===== config.mk =====
export PLATFORM = sky130hd
export DESIGN_NAME = qcb_cordic_stage
export DESIGN_NICKNAME = d
export VERILOG_FILES = /design/src/design/qcb_pkg.sv /design/src/design/qcb_cordic_stage.sv
export SDC_FILE = /design/constraint.sdc
export NUM_CORES = 1
export LEC_CHECK = 0
export ABC_AREA = 1
export BUFFER_PORTS_ARGS = -buffer_cell sky130_fd_sc_hd__buf_2
export CELL_PAD_IN_SITES_DETAIL_PLACEMENT = 1
export CELL_PAD_IN_SITES_GLOBAL_PLACEMENT = 1
export CORE_MARGIN = 4
export CORE_UTILIZATION = 30
export CTS_CLUSTER_SIZE = 12
export DETAILED_ROUTE_END_ITERATION = 8
export GPL_TIMING_DRIVEN = 0
export PLACE_DENSITY = 0.63
export SYNTH_ARGS = -nofsm -noshare
export SYNTH_HDL_FRONTEND = slang
export SYNTH_SLANG_ARGS = --single-unit

===== constraint.sdc =====
create_clock -name clk -period 2.6 [get_ports clk]
set_input_delay 0 -clock clk [delete_from_list [all_inputs] [get_ports clk]]
set_output_delay 0 -clock clk [all_outputs]
set_load 0.005 [all_outputs]

===== src/design/qcb_pkg.sv =====
// Shared constants, register codes and angle tables for the quadrilateral check.
// No dependencies; qcb_front, qcb_cordic_stage, qcb_check and the top level import it.
`default_nettype none
package qcb_pkg;

	localparam int COORD_BITS_DEF      = 11;
	localparam int ANGLE_FRAC_BITS_DEF = 6;

	localparam int INT_FRAC     = 20;  // internal angle unit is 2^-20 degree
	localparam int PRESCALE     = 16;
	localparam int CORDIC_STEPS = 24;
	localparam int ANG_W        = 28;  // unsigned angle, up to a half turn
	localparam int Z_W          = 29;  // signed CORDIC angle accumulator
	localparam int OUT_W        = 14;

	localparam logic [ANG_W-1:0] HALF_TURN = ANG_W'(188757583);
	localparam logic [ANG_W-1:0] STRAIGHT  = ANG_W'(180 << INT_FRAC);

	localparam logic [ANG_W-1:0] ATAN_TAB [CORDIC_STEPS] = '{
		ANG_W'(47189396), ANG_W'(27857527), ANG_W'(14719152), ANG_W'(7471671),
		ANG_W'(3750335),  ANG_W'(1876996),  ANG_W'(938727),   ANG_W'(469392),
		ANG_W'(234700),   ANG_W'(117350),   ANG_W'(58675),    ANG_W'(29338),
		ANG_W'(14669),    ANG_W'(7334),     ANG_W'(3667),     ANG_W'(1834),
		ANG_W'(917),      ANG_W'(458),      ANG_W'(229),      ANG_W'(115),
		ANG_W'(57),       ANG_W'(29),       ANG_W'(14),       ANG_W'(7)
	};

	// configuration port
	localparam int CFG_IDX_W  = 3;
	localparam int CFG_DATA_W = 11;

	localparam logic [CFG_IDX_W-1:0] CFG_CORNER_TOL = 3'd0;
	localparam logic [CFG_IDX_W-1:0] CFG_MAX_CORNER = 3'd1;
	localparam logic [CFG_IDX_W-1:0] CFG_MIN_CORNER = 3'd2;
	localparam logic [CFG_IDX_W-1:0] CFG_SIDE_RATIO = 3'd3;
	localparam logic [CFG_IDX_W-1:0] CFG_MIN_SIDE   = 3'd4;

	localparam logic [6:0]  RST_CORNER_TOL = 7'd15;
	localparam logic [7:0]  RST_MAX_CORNER = 8'd145;
	localparam logic [7:0]  RST_MIN_CORNER = 8'd35;
	localparam logic [4:0]  RST_SIDE_RATIO = 5'd4;
	localparam logic [10:0] RST_MIN_SIDE   = 11'd10;

	typedef struct packed {
		logic [6:0] corner_tol;
		logic [7:0] max_corner;
		logic [7:0] min_corner;
	} angle_cfg_t;

endpackage
`default_nettype wire


===== src/design/qcb_cordic_stage.sv =====
// One vectoring CORDIC micro-rotation with its output register.
// Uses the arctangent table of qcb_pkg.
`default_nettype none
module qcb_cordic_stage #(
	parameter int W = 42,
	parameter int K = 0
) (
	input  wire logic                    clk,
	input  wire logic                    adv,
	input  wire logic signed [W-1:0]     x_in,
	input  wire logic signed [W-1:0]     y_in,
	input  wire logic signed [qcb_pkg::Z_W-1:0] z_in,
	input  wire logic                    neg_in,
	input  wire logic                    zero_in,
	output logic signed [W-1:0]          x_out,
	output logic signed [W-1:0]          y_out,
	output logic signed [qcb_pkg::Z_W-1:0] z_out,
	output logic                         neg_out,
	output logic                         zero_out
);
	import qcb_pkg::*;

	localparam logic signed [Z_W-1:0] STEP = signed'(Z_W'(ATAN_TAB[K]));

	logic signed [W-1:0] xs, ys;

	// arithmetic shift floors negative values
	assign xs = x_in >>> K;
	assign ys = y_in >>> K;

	always_ff @(posedge clk) begin
		if (adv) begin
			if (!y_in[W-1]) begin
				x_out <= x_in + ys;
				y_out <= y_in - xs;
				z_out <= z_in + STEP;
			end else begin
				x_out <= x_in - ys;
				y_out <= y_in + xs;
				z_out <= z_in - STEP;
			end
			neg_out  <= neg_in;
			zero_out <= zero_in;
		end
	end

endmodule
`default_nettype wire


Yosys cells after proc, flatten, opt, wreduce, memory -nomap -nowiden:

Index checks and enable logic that the tools add are counted.

* reductions and logical operators: 0
* shift-type cells: 0
* order comparisons: 0
* divide/modulo/power cells: 0
* mux-type cells: 3
* add/subtract/negate cells: 5
* bitwise operators: 0
* equal/unequal tests: 0
* multipliers: 0

Operator list (count)
* $mux 42: 2
* $sub 42x42->42: 2
* $add 42x42->42: 1
* $add 29x27->29 const B: 1
* $mux 29: 1
* $sub 29x27->29 const B: 1

* memories: 0
* RAM bits: 0
* ROM bits: 0
* bits in registers: 115
* input port bits: 117
* output and inout bits: 115
* word-level logic and storage cells: 13
* bits in latches: 0

Logic depth before layout (Yosys ltp):

* word-level depth: 2
* gate-level depth with buffers: 18
* gate-level depth less buffers: 17

Worst setup path before layout:

Ideal clock, no wire load.

* path type: input port to flip-flop
* start: in y_in[41]
* end: reg z_out[22] (netlist bit) (data pin)
* stages: 10
* path buffers: 3
* library setup time: 0.259 ns
* setup slack: 0.185 ns
* data arrival time: 2.156 ns
* required time: 2.341 ns
* cells stage by stage: clkbuf_1 > clkinv_1 > clkbuf_1 > buf_2 > fa_1 > o21ai_1 > a21oi_1 > o21ai_0 > a21oi_1 > xnor2_1

* longest elaborated chain between the ends: 1

RTL lines
* start: declaration: line qcb_cordic_stage.sv:11 `input wire logic signed [W-1:0] y_in,`
* $mux 29: line qcb_cordic_stage.sv:33 `if (!y_in[W-1]) begin`
* end signal: assignment: line qcb_cordic_stage.sv:36 `z_out <= z_in + STEP;`
* end signal: assignment: line qcb_cordic_stage.sv:40 `z_out <= z_in - STEP;`
* end: declaration: line qcb_cordic_stage.sv:17 `output logic signed [qcb_pkg::Z_W-1:0] z_out,`

Every way passes these cells.
A chain may end at the register's enable or synchronous reset.

Final worst setup path:

* start: in y_in[0]
* end: reg y_out[20] (data pin)

* longest elaborated chain between the ends: 2
* elaborated cells between the ends (all ways): 3
* classes of those cells: add/sub: 2; mux: 1

RTL lines
* $sub 42x42->42 or $add 42x42->42 (tied branches): line qcb_cordic_stage.sv:35, qcb_cordic_stage.sv:39
* $mux 42 (*): line qcb_cordic_stage.sv:33
* end signal: assignment: line qcb_cordic_stage.sv:35 `y_out <= y_in - xs;`
* end signal: assignment: line qcb_cordic_stage.sv:39 `y_out <= y_in + xs;`
* end: declaration: line qcb_cordic_stage.sv:16 `output logic signed [W-1:0] y_out,`

Mark *: on every way between the ends. The rest lies on a longest branch, timed or not.

==> impl_metrics.env <==
export IMPL_io_pins=232
export IMPL_cp_data_arrival_time_ns=2.69
export IMPL_place_congestion=0.993
export IMPL_synth_fp_nets=2650
export IMPL_rsz0062_at_grt="no"
export IMPL_hpwl_mm=60.1
export IMPL_synthCells=2367
export IMPL_die_area_um2=53900
export IMPL_tightest_slew_ns=1.31
export IMPL_setup_viol=0
export IMPL_grt_pass1_vias=17334
export IMPL_ant_nets=0
export IMPL_cts_htree_levels=4
export IMPL_grt_pass1_wl_mm=104
export IMPL_endpoint_kind="flip-flop"
export IMPL_cts_tree="built"
export IMPL_ir_worst_vdd_uv=515
export IMPL_portBuffers=231
export IMPL_overflow=0
export IMPL_placeableCoreArea_um2=49400
export IMPL_clkPwrFrac=0.305
export IMPL_wl_per_cell_um=21.4
export IMPL_relSlewSlack=0.124
export IMPL_synth_cell_types=43
export IMPL_ys_ff_latch=114
export IMPL_final_util=0.364
export IMPL_crit_path_start="y_in[0]"
export IMPL_numCtsBuffers=17
export IMPL_yosys_warnings=0
export IMPL_power_density_nw_per_um2=490
export IMPL_fp_dieW_um=232
export IMPL_netlist_area_um2=15100
export IMPL_pre_cts_slack_ns=-1.58
export IMPL_drt_iter0_markers=1016
export IMPL_cell_internal_pwr_mw=5.15
export IMPL_cts_sinks=114
export IMPL_drive_above_1_share=0.154
export IMPL_max_cap_violations=0
export IMPL_layout_nets=2918
export IMPL_slew_violations=0
export IMPL_area_growth_pct=19.0
export IMPL_p_sw_frac=0.414
export IMPL_via_per_inst=5.03
export IMPL_syn_avg_cell_area_um2=6.37
export IMPL_clkSlewWorstSetupHoldPaths_ns=0.06
export IMPL_worstPathMaxFanout=4
export IMPL_min_period_over_period=0.970
export IMPL_power_share_combinational=0.416
export IMPL_die_h_um=232
export IMPL_wirelength_mm=70.8
export IMPL_ys_seq_area_frac=0.227
export IMPL_status="completed"
export IMPL_p_sw_mw=3.64
export IMPL_hold_start="z_in[7]"
export IMPL_worstSetupPathType="in -> reg"
export IMPL_drc=0
export IMPL_num_vias=16661
export IMPL_power_frac_seq=0.278
export IMPL_worst_setup_path_start_kind="input port"
export IMPL_grt_antenna_before_repair=2
export IMPL_clock_root_buffer="clkbuf_16"
export IMPL_num_rows=81
export IMPL_max_freq_ghz=0.397
export IMPL_cts_setup_buffers=0
export IMPL_hp_class="in -> reg"
export IMPL_n_antenna_cell=0
export IMPL_finalWorstSetupSlack_ns=0.0789
export IMPL_cts_max_path_buffers=2
export IMPL_initial_utilization=0.305
export IMPL_grt_use_total=0.260
export IMPL_min_period_ns=2.52
export IMPL_dr_pass1_iters=5
export IMPL_cp_required_ns=2.77
export IMPL_hold_viol=0
export IMPL_grt_max_degree=71
export IMPL_power_leakage_nw=9.27
export IMPL_setup_tns_ns=0
==> path summary, 6_finish.rpt <==
check                            endpoint  slack [ns]  cells past startpoint
worst max-delay path  y_out[20]$_DFFE_PP_        0.08                     12
worst min-delay path   z_out[7]$_DFFE_PP_        0.05                      3
==> synth_stat cells, drive strengths merged <==
cell / number / area (um^2)
or2: 2 / 12.5
a21o: 4 / 30.0
nor4: 5 / 31.3
a21boi: 3 / 22.5
inv: 366 / 1370
o21bai: 26 / 195
mux2i: 2 / 20.0
nand3b: 4 / 30.0
ha: 162 / 2030
clkinv: 1 / 3.75
xnor2: 8 / 70.1
nor2: 243 / 1040
a31oi: 4 / 25.0
nand3: 207 / 1070
o22ai: 6 / 37.5
nand4: 21 / 131
and2: 5 / 31.3
nor3: 20 / 120
a211oi: 2 / 15.0
fa: 4 / 80.1
clkbuf: 8 / 31.3
nand2: 756 / 2930
edfxtp: 114 / 3420
o211ai: 4 / 50.1
a21oi: 169 / 861
xor2: 46 / 403
buf: 49 / 365
o21a: 2 / 15.0
o21ai: 124 / 636
==> placed cells by master (no fill, tap or decap), types with 5 or more instances in the layout <==
cell type	instances
a21oi_1	165
buf_2	244
buf_4	24
buf_6	11
clkbuf_1	6
clkbuf_16	17
dlygate4sd3_1	20
edfxtp_1	114
ha_1	162
inv_1	361
inv_2	5
nand2_1	728
nand2_2	24
nand3_1	201
nand3_2	6
nand4_1	21
nor2_1	207
nor2_2	28
nor2_4	8
nor3_1	16
nor4_1	5
o21ai_0	108
o21ai_1	10
o21bai_1	26
o22ai_1	6
xnor2_1	8
xor2_1	46
==> critical path, stage by stage <==
cell,delay [ns]
buf_2,0.10
inv_1,0.04
ha_1,0.26
fa_1,0.62
o21ai_4,0.39
inv_1,0.22
o211ai_2,0.48
nand2_1,0.14
nand2_1,0.09
nand2_1,0.05
nand3_1,0.10
o21ai_0,0.19
==> routing by layer <==
layer / GRT usage / part of all wire
met5: 0 / 0
met3: 0.0554 / 0.058
met1: 0.334 / 0.45
met4: 0.101 / 0.037
met2: 0.429 / 0.46
==> per-stage QoR <==
stage	total power, mW	instance area, um^2	hold WS, ns	std cells
6_report	8.80	17900	0.0504	3312
5_1_grt	9.33	17900	0.0573	3312
4_1_cts	8.86	17900	0.00433	3313
3_5_place_dp	6.08	17100	0.184	3263
3_3_place_gp	6.02	17100	0.181	3262
2_1_floorplan	4.58	15100	0.0989	2367
==> cell families (layout without fill, tap and decap cells) <==
group	Yosys count	in the layout	synth area share
AOI/OAI and AO/OA	344	344	0.125
xor gates and xnor gates	54	54	0.0314
adders and majority gates	166	166	0.140
buffers and inverters	424	705	0.118
DFF	114	114	0.227
muxes	2	2	0.00133
and+or+nand+nor	1263	1263	0.358
==> area by class of cell <==
cell class / instances / area (um^2)
Fill cell: 6542 / 31400
Multi-Input combinational cell: 1829 / 9900
Sequential cell: 114 / 3420
Timing Repair Buffer: 252 / 1390
Inverter: 367 / 1380
Tap cell: 664 / 831
Clock buffer: 18 / 429
Buffer: 54 / 384
Clock inverter: 14 / 203
==> sequential cells by signal (all words and copies together), names as in the netlist <==
signal	count
x_out	42
y_out	41
zero_out	1
z_out	29
neg_out	1
==> timing repair <==
| item | 4_1_cts | 5_1_grt |
|---|---|---|
| gates resized for setup | 5 | 2 |
| hold buffers | 20 | 0 |
| endpoints found under the hold margin | 63 | 0 |
| setup endpoints to repair | 26 | 9 |
==> power by group through the flow <==
stage	clock, mW	sequential, mW	combinational [mW]
6_report	2.68	2.45	3.66
2_1_floorplan	0	2.53	2.05
4_1_cts	2.76	2.46	3.64
5_1_grt	2.81	2.48	4.04
3_5_place_dp	0	2.49	3.59
3_3_place_gp	0	2.49	3.53
Power figures use the tool's default switching activity.
