## config.mk

```make
export PLATFORM = sky130hd
export DESIGN_NAME = qcb_check
export DESIGN_NICKNAME = d
export VERILOG_FILES = /design/src/design/qcb_pkg.sv /design/src/design/qcb_check.sv
export SDC_FILE = /design/constraint.sdc
export NUM_CORES = 1
export LEC_CHECK = 0
export ABC_AREA = 1
export BUFFER_PORTS_ARGS = -buffer_cell sky130_fd_sc_hd__buf_2
export CORE_MARGIN = 4
export CORE_UTILIZATION = 55
export DETAILED_ROUTE_END_ITERATION = 8
export PLACE_DENSITY = 0.82
export SKIP_CTS_REPAIR_TIMING = 1
export SLEW_MARGIN = 25
export SYNTH_ARGS = -nofsm -noshare
export SYNTH_HDL_FRONTEND = slang
export SYNTH_SLANG_ARGS = --single-unit
export TNS_END_PERCENT = 1
```

## constraint.sdc

```tcl
create_clock -name clk -period 12.2 [get_ports clk]
set_clock_uncertainty 0.2 [all_clocks]
set_input_delay 1.22 -clock clk [delete_from_list [all_inputs] [get_ports clk]]
set_output_delay 1.22 -clock clk [all_outputs]
set_load 0.03 [all_outputs]
```

## src/design/qcb_pkg.sv

```systemverilog
// Shared constants, register codes and angle tables for the quadrilateral check.
// No dependencies; qcb_front, qcb_cordic_stage, qcb_check and the top level import it.
`default_nettype none
package qcb_pkg;

	localparam int COORD_BITS_DEF      = 11;
	localparam int ANGLE_FRAC_BITS_DEF = 6;

	localparam int INT_FRAC     = 20;  // internal angle unit is 2^-20 degree
	localparam int PRESCALE     = 16;
	localparam int CORDIC_STEPS = 24;
	localparam int ANG_W        = 28;  // unsigned angle, up to a half turn
	localparam int Z_W          = 29;  // signed CORDIC angle accumulator
	localparam int OUT_W        = 14;

	localparam logic [ANG_W-1:0] HALF_TURN = ANG_W'(188757583);
	localparam logic [ANG_W-1:0] STRAIGHT  = ANG_W'(180 << INT_FRAC);

	localparam logic [ANG_W-1:0] ATAN_TAB [CORDIC_STEPS] = '{
		ANG_W'(47189396), ANG_W'(27857527), ANG_W'(14719152), ANG_W'(7471671),
		ANG_W'(3750335),  ANG_W'(1876996),  ANG_W'(938727),   ANG_W'(469392),
		ANG_W'(234700),   ANG_W'(117350),   ANG_W'(58675),    ANG_W'(29338),
		ANG_W'(14669),    ANG_W'(7334),     ANG_W'(3667),     ANG_W'(1834),
		ANG_W'(917),      ANG_W'(458),      ANG_W'(229),      ANG_W'(115),
		ANG_W'(57),       ANG_W'(29),       ANG_W'(14),       ANG_W'(7)
	};

	// configuration port
	localparam int CFG_IDX_W  = 3;
	localparam int CFG_DATA_W = 11;

	localparam logic [CFG_IDX_W-1:0] CFG_CORNER_TOL = 3'd0;
	localparam logic [CFG_IDX_W-1:0] CFG_MAX_CORNER = 3'd1;
	localparam logic [CFG_IDX_W-1:0] CFG_MIN_CORNER = 3'd2;
	localparam logic [CFG_IDX_W-1:0] CFG_SIDE_RATIO = 3'd3;
	localparam logic [CFG_IDX_W-1:0] CFG_MIN_SIDE   = 3'd4;

	localparam logic [6:0]  RST_CORNER_TOL = 7'd15;
	localparam logic [7:0]  RST_MAX_CORNER = 8'd145;
	localparam logic [7:0]  RST_MIN_CORNER = 8'd35;
	localparam logic [4:0]  RST_SIDE_RATIO = 5'd4;
	localparam logic [10:0] RST_MIN_SIDE   = 11'd10;

	typedef struct packed {
		logic [6:0] corner_tol;
		logic [7:0] max_corner;
		logic [7:0] min_corner;
	} angle_cfg_t;

endpackage
`default_nettype wire

```

## src/design/qcb_check.sv

```systemverilog
// Back end: angle recovery, corner and pair checks, edge minimum and output
// rounding, three register stages. Uses qcb_pkg.
`default_nettype none
module qcb_check #(
	parameter int ANGLE_FRAC_BITS = 6
) (
	input  wire logic                           clk,
	input  wire logic                           adv,
	input  wire logic signed [qcb_pkg::Z_W-1:0] z [8],
	input  wire logic                           neg [8],
	input  wire logic                           zero [8],
	input  wire logic                           side_ok,
	input  wire qcb_pkg::angle_cfg_t            acfg,
	output logic                                accepted,
	output logic [qcb_pkg::OUT_W-1:0]           min_edge_angle
);
	import qcb_pkg::*;

	localparam int SH = INT_FRAC - ANGLE_FRAC_BITS;
	localparam logic [ANG_W:0] HALF = (ANG_W+1)'(1) << (SH - 1);

	logic [ANG_W-1:0] ang_s1 [8];
	logic             nz_s1 [4];
	logic             side_ok_s1;
	logic             ok_s2;
	logic [ANG_W-1:0] m01_s2, m23_s2;

	logic [ANG_W-1:0]        q [8], aq [8], cand [4], m01, m23, emin;
	logic signed [ANG_W+1:0] s [4];
	logic [ANG_W+1:0]        sa [4];
	logic                    aok;
	logic [ANG_W:0]          rnd, shv;

	always_comb begin
		for (int u = 0; u < 8; u++) begin
			q[u]  = (zero[u] || z[u][Z_W-1]) ? '0 : z[u][ANG_W-1:0];
			aq[u] = neg[u] ? HALF_TURN - q[u] : q[u];
		end
		aok = 1'b1;
		for (int i = 0; i < 4; i++) begin
			// checking each pair i, i+1 covers both neighbors of every corner
			s[i] = signed'({2'b00, ang_s1[i]}) + signed'({2'b00, ang_s1[(i+1)%4]})
				- signed'({2'b00, STRAIGHT});
			sa[i] = s[i][ANG_W+1] ? $unsigned(-s[i]) : $unsigned(s[i]);
			if (sa[i] > (ANG_W+2)'({acfg.corner_tol, 20'b0}))
				aok = 1'b0;
			if (ang_s1[i] > {acfg.max_corner, 20'b0} || ang_s1[i] < {acfg.min_corner, 20'b0})
				aok = 1'b0;
			cand[i] = (nz_s1[i] && ang_s1[4+i] < STRAIGHT) ? ang_s1[4+i] : STRAIGHT;
		end
		m01  = (cand[0] < cand[1]) ? cand[0] : cand[1];
		m23  = (cand[2] < cand[3]) ? cand[2] : cand[3];
		emin = (m01_s2 < m23_s2) ? m01_s2 : m23_s2;
		rnd  = {1'b0, emin} + HALF;
		shv  = rnd >> SH;
	end

	always_ff @(posedge clk) begin
		if (adv) begin
			for (int u = 0; u < 8; u++)
				ang_s1[u] <= aq[u];
			for (int i = 0; i < 4; i++)
				nz_s1[i] <= !zero[4+i];
			side_ok_s1 <= side_ok;
			ok_s2  <= aok && side_ok_s1;
			m01_s2 <= m01;
			m23_s2 <= m23;
			accepted       <= ok_s2;
			min_edge_angle <= ok_s2 ? shv[OUT_W-1:0] : '0;
		end
	end

endmodule
`default_nettype wire

```

# Word-level counts from Yosys, hierarchy flattened

Memory sizes are Yosys's and may differ from the RTL's.
Cells that the tools add are included.

Memory bits (writable): 228
Logic and storage cells: 106
Register bits after elaboration: 73
Memories: 2

$lt $le $gt $ge: 19
Add/sub/neg operators: 21
Muxes and demuxes: 37
Reduce and logical (&&, ||, !) cells: 21

Memory list:

| memory | depth | width | read ports | clocked after memory_dff | wr ports | line            | text |
|---|---|---|---|---|---|---|---|
| ang_s1 | 8     | 28    | 8          | 0                        | 8        | qcb_check.sv:22 | `logic [ANG_W-1:0] ang_s1 [8];` |
| nz_s1  | 4     | 1     | 4          | 0                        | 4        | qcb_check.sv:23 | `logic nz_s1 [4];` |

Operators by type and width:

| kind                                                                  | count |
|---|---|
| 28-bit 2-to-1 mux                                                     | 23 |
| 28-bit subtractor, first input constant                               | 8 |
| 28-bit less-than comparator                                           | 7 |
| 30-bit by 27-bit greater-than comparator with 1-bit output            | 4 |
| 30-bit 2-to-1 mux                                                     | 4 |
| 30-bit negation                                                       | 4 |
| 29-bit by 28-bit subtractor with 30-bit output, second input constant | 4 |
| 28-bit by 28-bit adder with 29-bit output                             | 4 |
| 28-bit greater-than comparator                                        | 4 |
| 28-bit less-than comparator, second input constant                    | 4 |
| 28-bit by 14-bit adder with 28-bit output, second input constant      | 1 |
| 1-bit logical OR                                                      | 12 |
| 1-bit 2-to-1 mux                                                      | 10 |
| 1-bit logical AND                                                     | 5 |
| 1-bit logical NOT                                                     | 4 |

# Logic depth before layout (Yosys ltp)

An unclocked memory read counts as a cell.

Depth after elaboration: 15
Gate-level depth with buffers: 33
Mapped depth without buffers: 33

# Worst setup path after synthesis

OpenSTA, ideal clock, no wires.

Path kind: flip-flop to flip-flop
Start point: mem ang_s1[2][1], in the netlist ang_s1[0][57]
End point: reg ok_s2, data pin
Data arrival time: 4.291 ns
Stages on the path, launching flop included: 30
Setup time: 0.138 ns
Buffers on the path: 0
Required time: 11.862 ns
Setup slack: 7.571 ns
Period minus slack after synthesis: 4.629 ns
Cell sequence: edfxtp_1 > ha_1 > ha_1 > inv_1 > fa_1 > inv_1 > nor3_1 > nand2_1 > nor2_1 > nand2_1 > nor2_1 > nand2_1 > nor2_2 > nand4_1 > nor2_1 > inv_1 > o21ai_1 > o21ai_0 > xor2_1 > ha_1 > inv_1 > nor4_1 > nand2_1 > nor2_1 > nand3_1 > nor2_1 > nand3_1 > nand2_1 > nand3_1 > nor2_1

RTL lines:

| element              | line            | text |
|---|---|---|
| from (decl)          | qcb_check.sv:22 |  |
| to (signal assigned) | qcb_check.sv:65 | `ok_s2 <= aok && side_ok_s1;` |
| to (decl)            | qcb_check.sv:25 | `logic ok_s2;` |

==> out/metrics.csv <==
metric;value;unit
DRT iter0 DRCs;2936;
total gr overflow;0;
Sw Pwr;2.32;mW
largest net degree at the start of global routing;166;
register area share after synthesis;26.8;%
hpwl dp;90500;um
Critical Path RT;12450;ps
fill count;5686;
TritonCTS Sinks;301;
CTS H-tree depth;1;
outcome;complete, no violations;
DR top layer;met5;
Final Critical Period;5640;ps
post-route ant nets;0;
Sw Share;46.0;%
fin crit share;46.3;%
vias per cell;5.57;
top_reg_cell synth;edfxtp_1;
Max-slew headroom;29.8;%
Met3 Wirelength;7430;um
Yosys reg bits;301;
Fmax achieved;0.177;GHz
DRT Pass-1 Iters;8;
DRC;0;
first-pass GRT wire length;162000;um
CP endpoint kind;flop;
compound-gate portion of the synthesized area;9.14;%
CP top delay family;simple AND/OR/NAND/NOR gates;
Setup CP Type;reg -> reg;
Initial Util;55.7;%
DR WL met2;50000;um
Clock Power Share;19.2;%
Final Setup Violations;0;
cts bufs inserted;31;
Die Wd;255;um
min-delay worst type;reg -> reg;
global placement routability congestion;1.02;
CP Launch Type;flop;
share of cells above drive strength 1;8.61;%
area grow syn2layout;9.71;%
Setup TNS Final;0;ps
CTS clk-pin slew, worst paths;70;ps
Fin. Hold Viols;0;
Leak Pwr;18.6;nW
Pwr per Cell Area;137;nW/um2
clock latency on the worst-skew pair;580;ps
Cell variety after synth;58;
IO buf count;288;
Comb power frac;53.0;%
Ys Warns;0;
Syn Area/Cell;6.83;um2
TritonCTS clock tree;done;
die area;65200;um2
asr flop ratio synth;0;%
area share of fa/ha/maj cells after synthesis;15.4;%
core footprint;60500;um2
CP Max Fanout;5;
row count;90;
Buf/Inv on CP;3;
Crit-path slowest cell;edfxtp_1;
clock tree root driver cell;clkbuf_16;
total power;5.05;mW
P_int;2.73;mW
vias in the first global route;30400;
Max IR drop VDD;0.118;mV
Global Route Usage Sum;30.9;%
RSZ-0062 raised after global routing;false;
synthesized area;33700;um2
clk buf depth;3;
simple-gate share of the synthesized area;32.0;%
Die Y;255;um
Syn Nets;5616;
antenna violations before repair;4;
xor and xnor area share after synthesis;7.49;%
synthesized netlist cell count;4932;
Total Wirelength;106000;um
per-cell routed wire length;17.8;um
Final nets;5874;
final slew viol count;0;
Max Cap Viol;0;
largest family of logic cells by synthesized area;simple AND/OR/NAND/NOR gates;
# IOs;289;
mux share of post-synthesis cell area;0;%
sequential power share;27.9;%
CP max stage delay;490;ps
Slew @ Worst Pin;1050;ps
EDFF count, synth;301;
crit path DAT;5900;ps
vias;33400;
Metal-1 WL;43000;um
-- final timing paths --
check	startpoint	endpoint	slack, ps	cells after the start
setup / recovery	ang_s1[0][1]$_DFFE_PP_	ok_s2$_DFFE_PP_	6560	32
hold / removal	ang_s1[1][42]$_DFFE_PP_	m01_s2[14]$_DFFE_PP_	440	2
setup reg to reg	ang_s1[0][1]$_DFFE_PP_	ok_s2$_DFFE_PP_	6560	32
hold reg to reg	ang_s1[1][42]$_DFFE_PP_	m01_s2[14]$_DFFE_PP_	440	2
-- layout make-up --
| type | instances | area [um2] | share of cell area, % |
|---|---|---|---|
| well taps | 782 | 978 | 2.65 |
| clock buffers | 35 | 791 | 2.14 |
| repair buffers | 297 | 1550 | 4.20 |
| clock inverters | 21 | 241 | 0.654 |
| flip-flops and latches | 301 | 9040 | 24.5 |
| inverters | 734 | 2760 | 7.46 |
| multi-input cells | 3825 | 21600 | 58.4 |
| diodes | 1 | 2.50 | 0.00677 |
-- cell usage after synthesis (26+ instances only) --
master    count  area share [%]
xnor2_1      79             2.1
edfxtp_1    301              27
clkbuf_1     55            0.61
nand3b_1     26            0.58
nand2_1    1491              17
xor2_1      207             5.4
nand3_1     272             4.0
o21ai_0     223             3.3
nor3_1       68             1.0
ha_1        402              15
nor2_1      502             5.6
inv_1       711             7.9
nand4_1     109             2.0
a21oi_1     211             3.1
-- layout by cell type, fill, tap and decap left out, types with 5 or more instances in the layout --
cell,n
nand3_1,272
ha_1,402
buf_2,287
a21oi_2,8
o21bai_1,14
nand3b_1,26
or2_1,5
o21a_1,6
buf_4,7
nor4_1,22
nor2_1,500
xor2_1,207
clkinv_2,5
edfxtp_1,301
clkbuf_16,31
nor3_1,68
nor2_2,22
xnor2_1,79
o21ai_0,223
o2111ai_1,6
nand2_2,13
o221ai_1,7
a21o_1,7
fa_1,8
inv_2,24
clkinvlp_4,5
inv_1,710
o211ai_1,13
or2_2,14
a21oi_1,211
o22ai_1,7
nand4_1,109
nand2_1,1491
nand3_2,10
o31ai_1,5
a31oi_1,10
o21ai_1,19
-- cell families after synthesis --
family                   after synthesis
buffers and inverters                806
adder cells (fa/ha/maj)              410
AO/OA/AOI/OAI                        557
flip-flops                           301
AND/OR/NAND/NOR                     2571
XOR/XNOR                             287
-- registers in the layout, indices dropped and copies added (netlist names) --
name / flops
nz_s1: 4
min_edge_angle: 14
ok_s2: 1
accepted: 1
m23_s2: 28
side_ok_s1: 1
ang_s1: 224
m01_s2: 28
-- per-stage QoR --
step / hold slack (ps) / setup slack (ps) / util (%) / instances / cell area [um2]
after floorplan: 248 / 7570 / - / 4932 / 33700
after global placement: 424 / 6920 / 59.3 / 5938 / 35900
after detailed placement: 439 / 6730 / 59.3 / 5938 / 35900
after CTS: 446 / 6740 / 61.0 / 5994 / 36900
after global routing: 491 / 6120 / 61.1 / 5996 / 36900
final: 442 / 6560 / 61.1 / 5996 / 36900
-- metal layers --
layer	up-vias	global-route usage, %
met5	-	0
met4	6	14.3
met3	284	3.34
met2	1277	53.2
met1	15100	39.3
li1	16700	-
-- worst min-delay path: cells and delay by family, from the launching register on --
kind / cells / cell delay (ps)
flip-flops: 1 / 320
AO/OA/AOI/OAI: 1 / 150
AND/OR/NAND/NOR: 1 / 70
-- power groups by stage --
stage	clock network, mW	registers, mW	logic (mW)
after floorplan	0	1.36	1.94
after global placement	0	1.42	2.57
after detailed placement	0	1.42	2.61
after CTS	0.976	1.40	2.63
after global routing	1.02	1.41	3.01
final	0.967	1.41	2.67
Power figures use the tool's default switching activity.
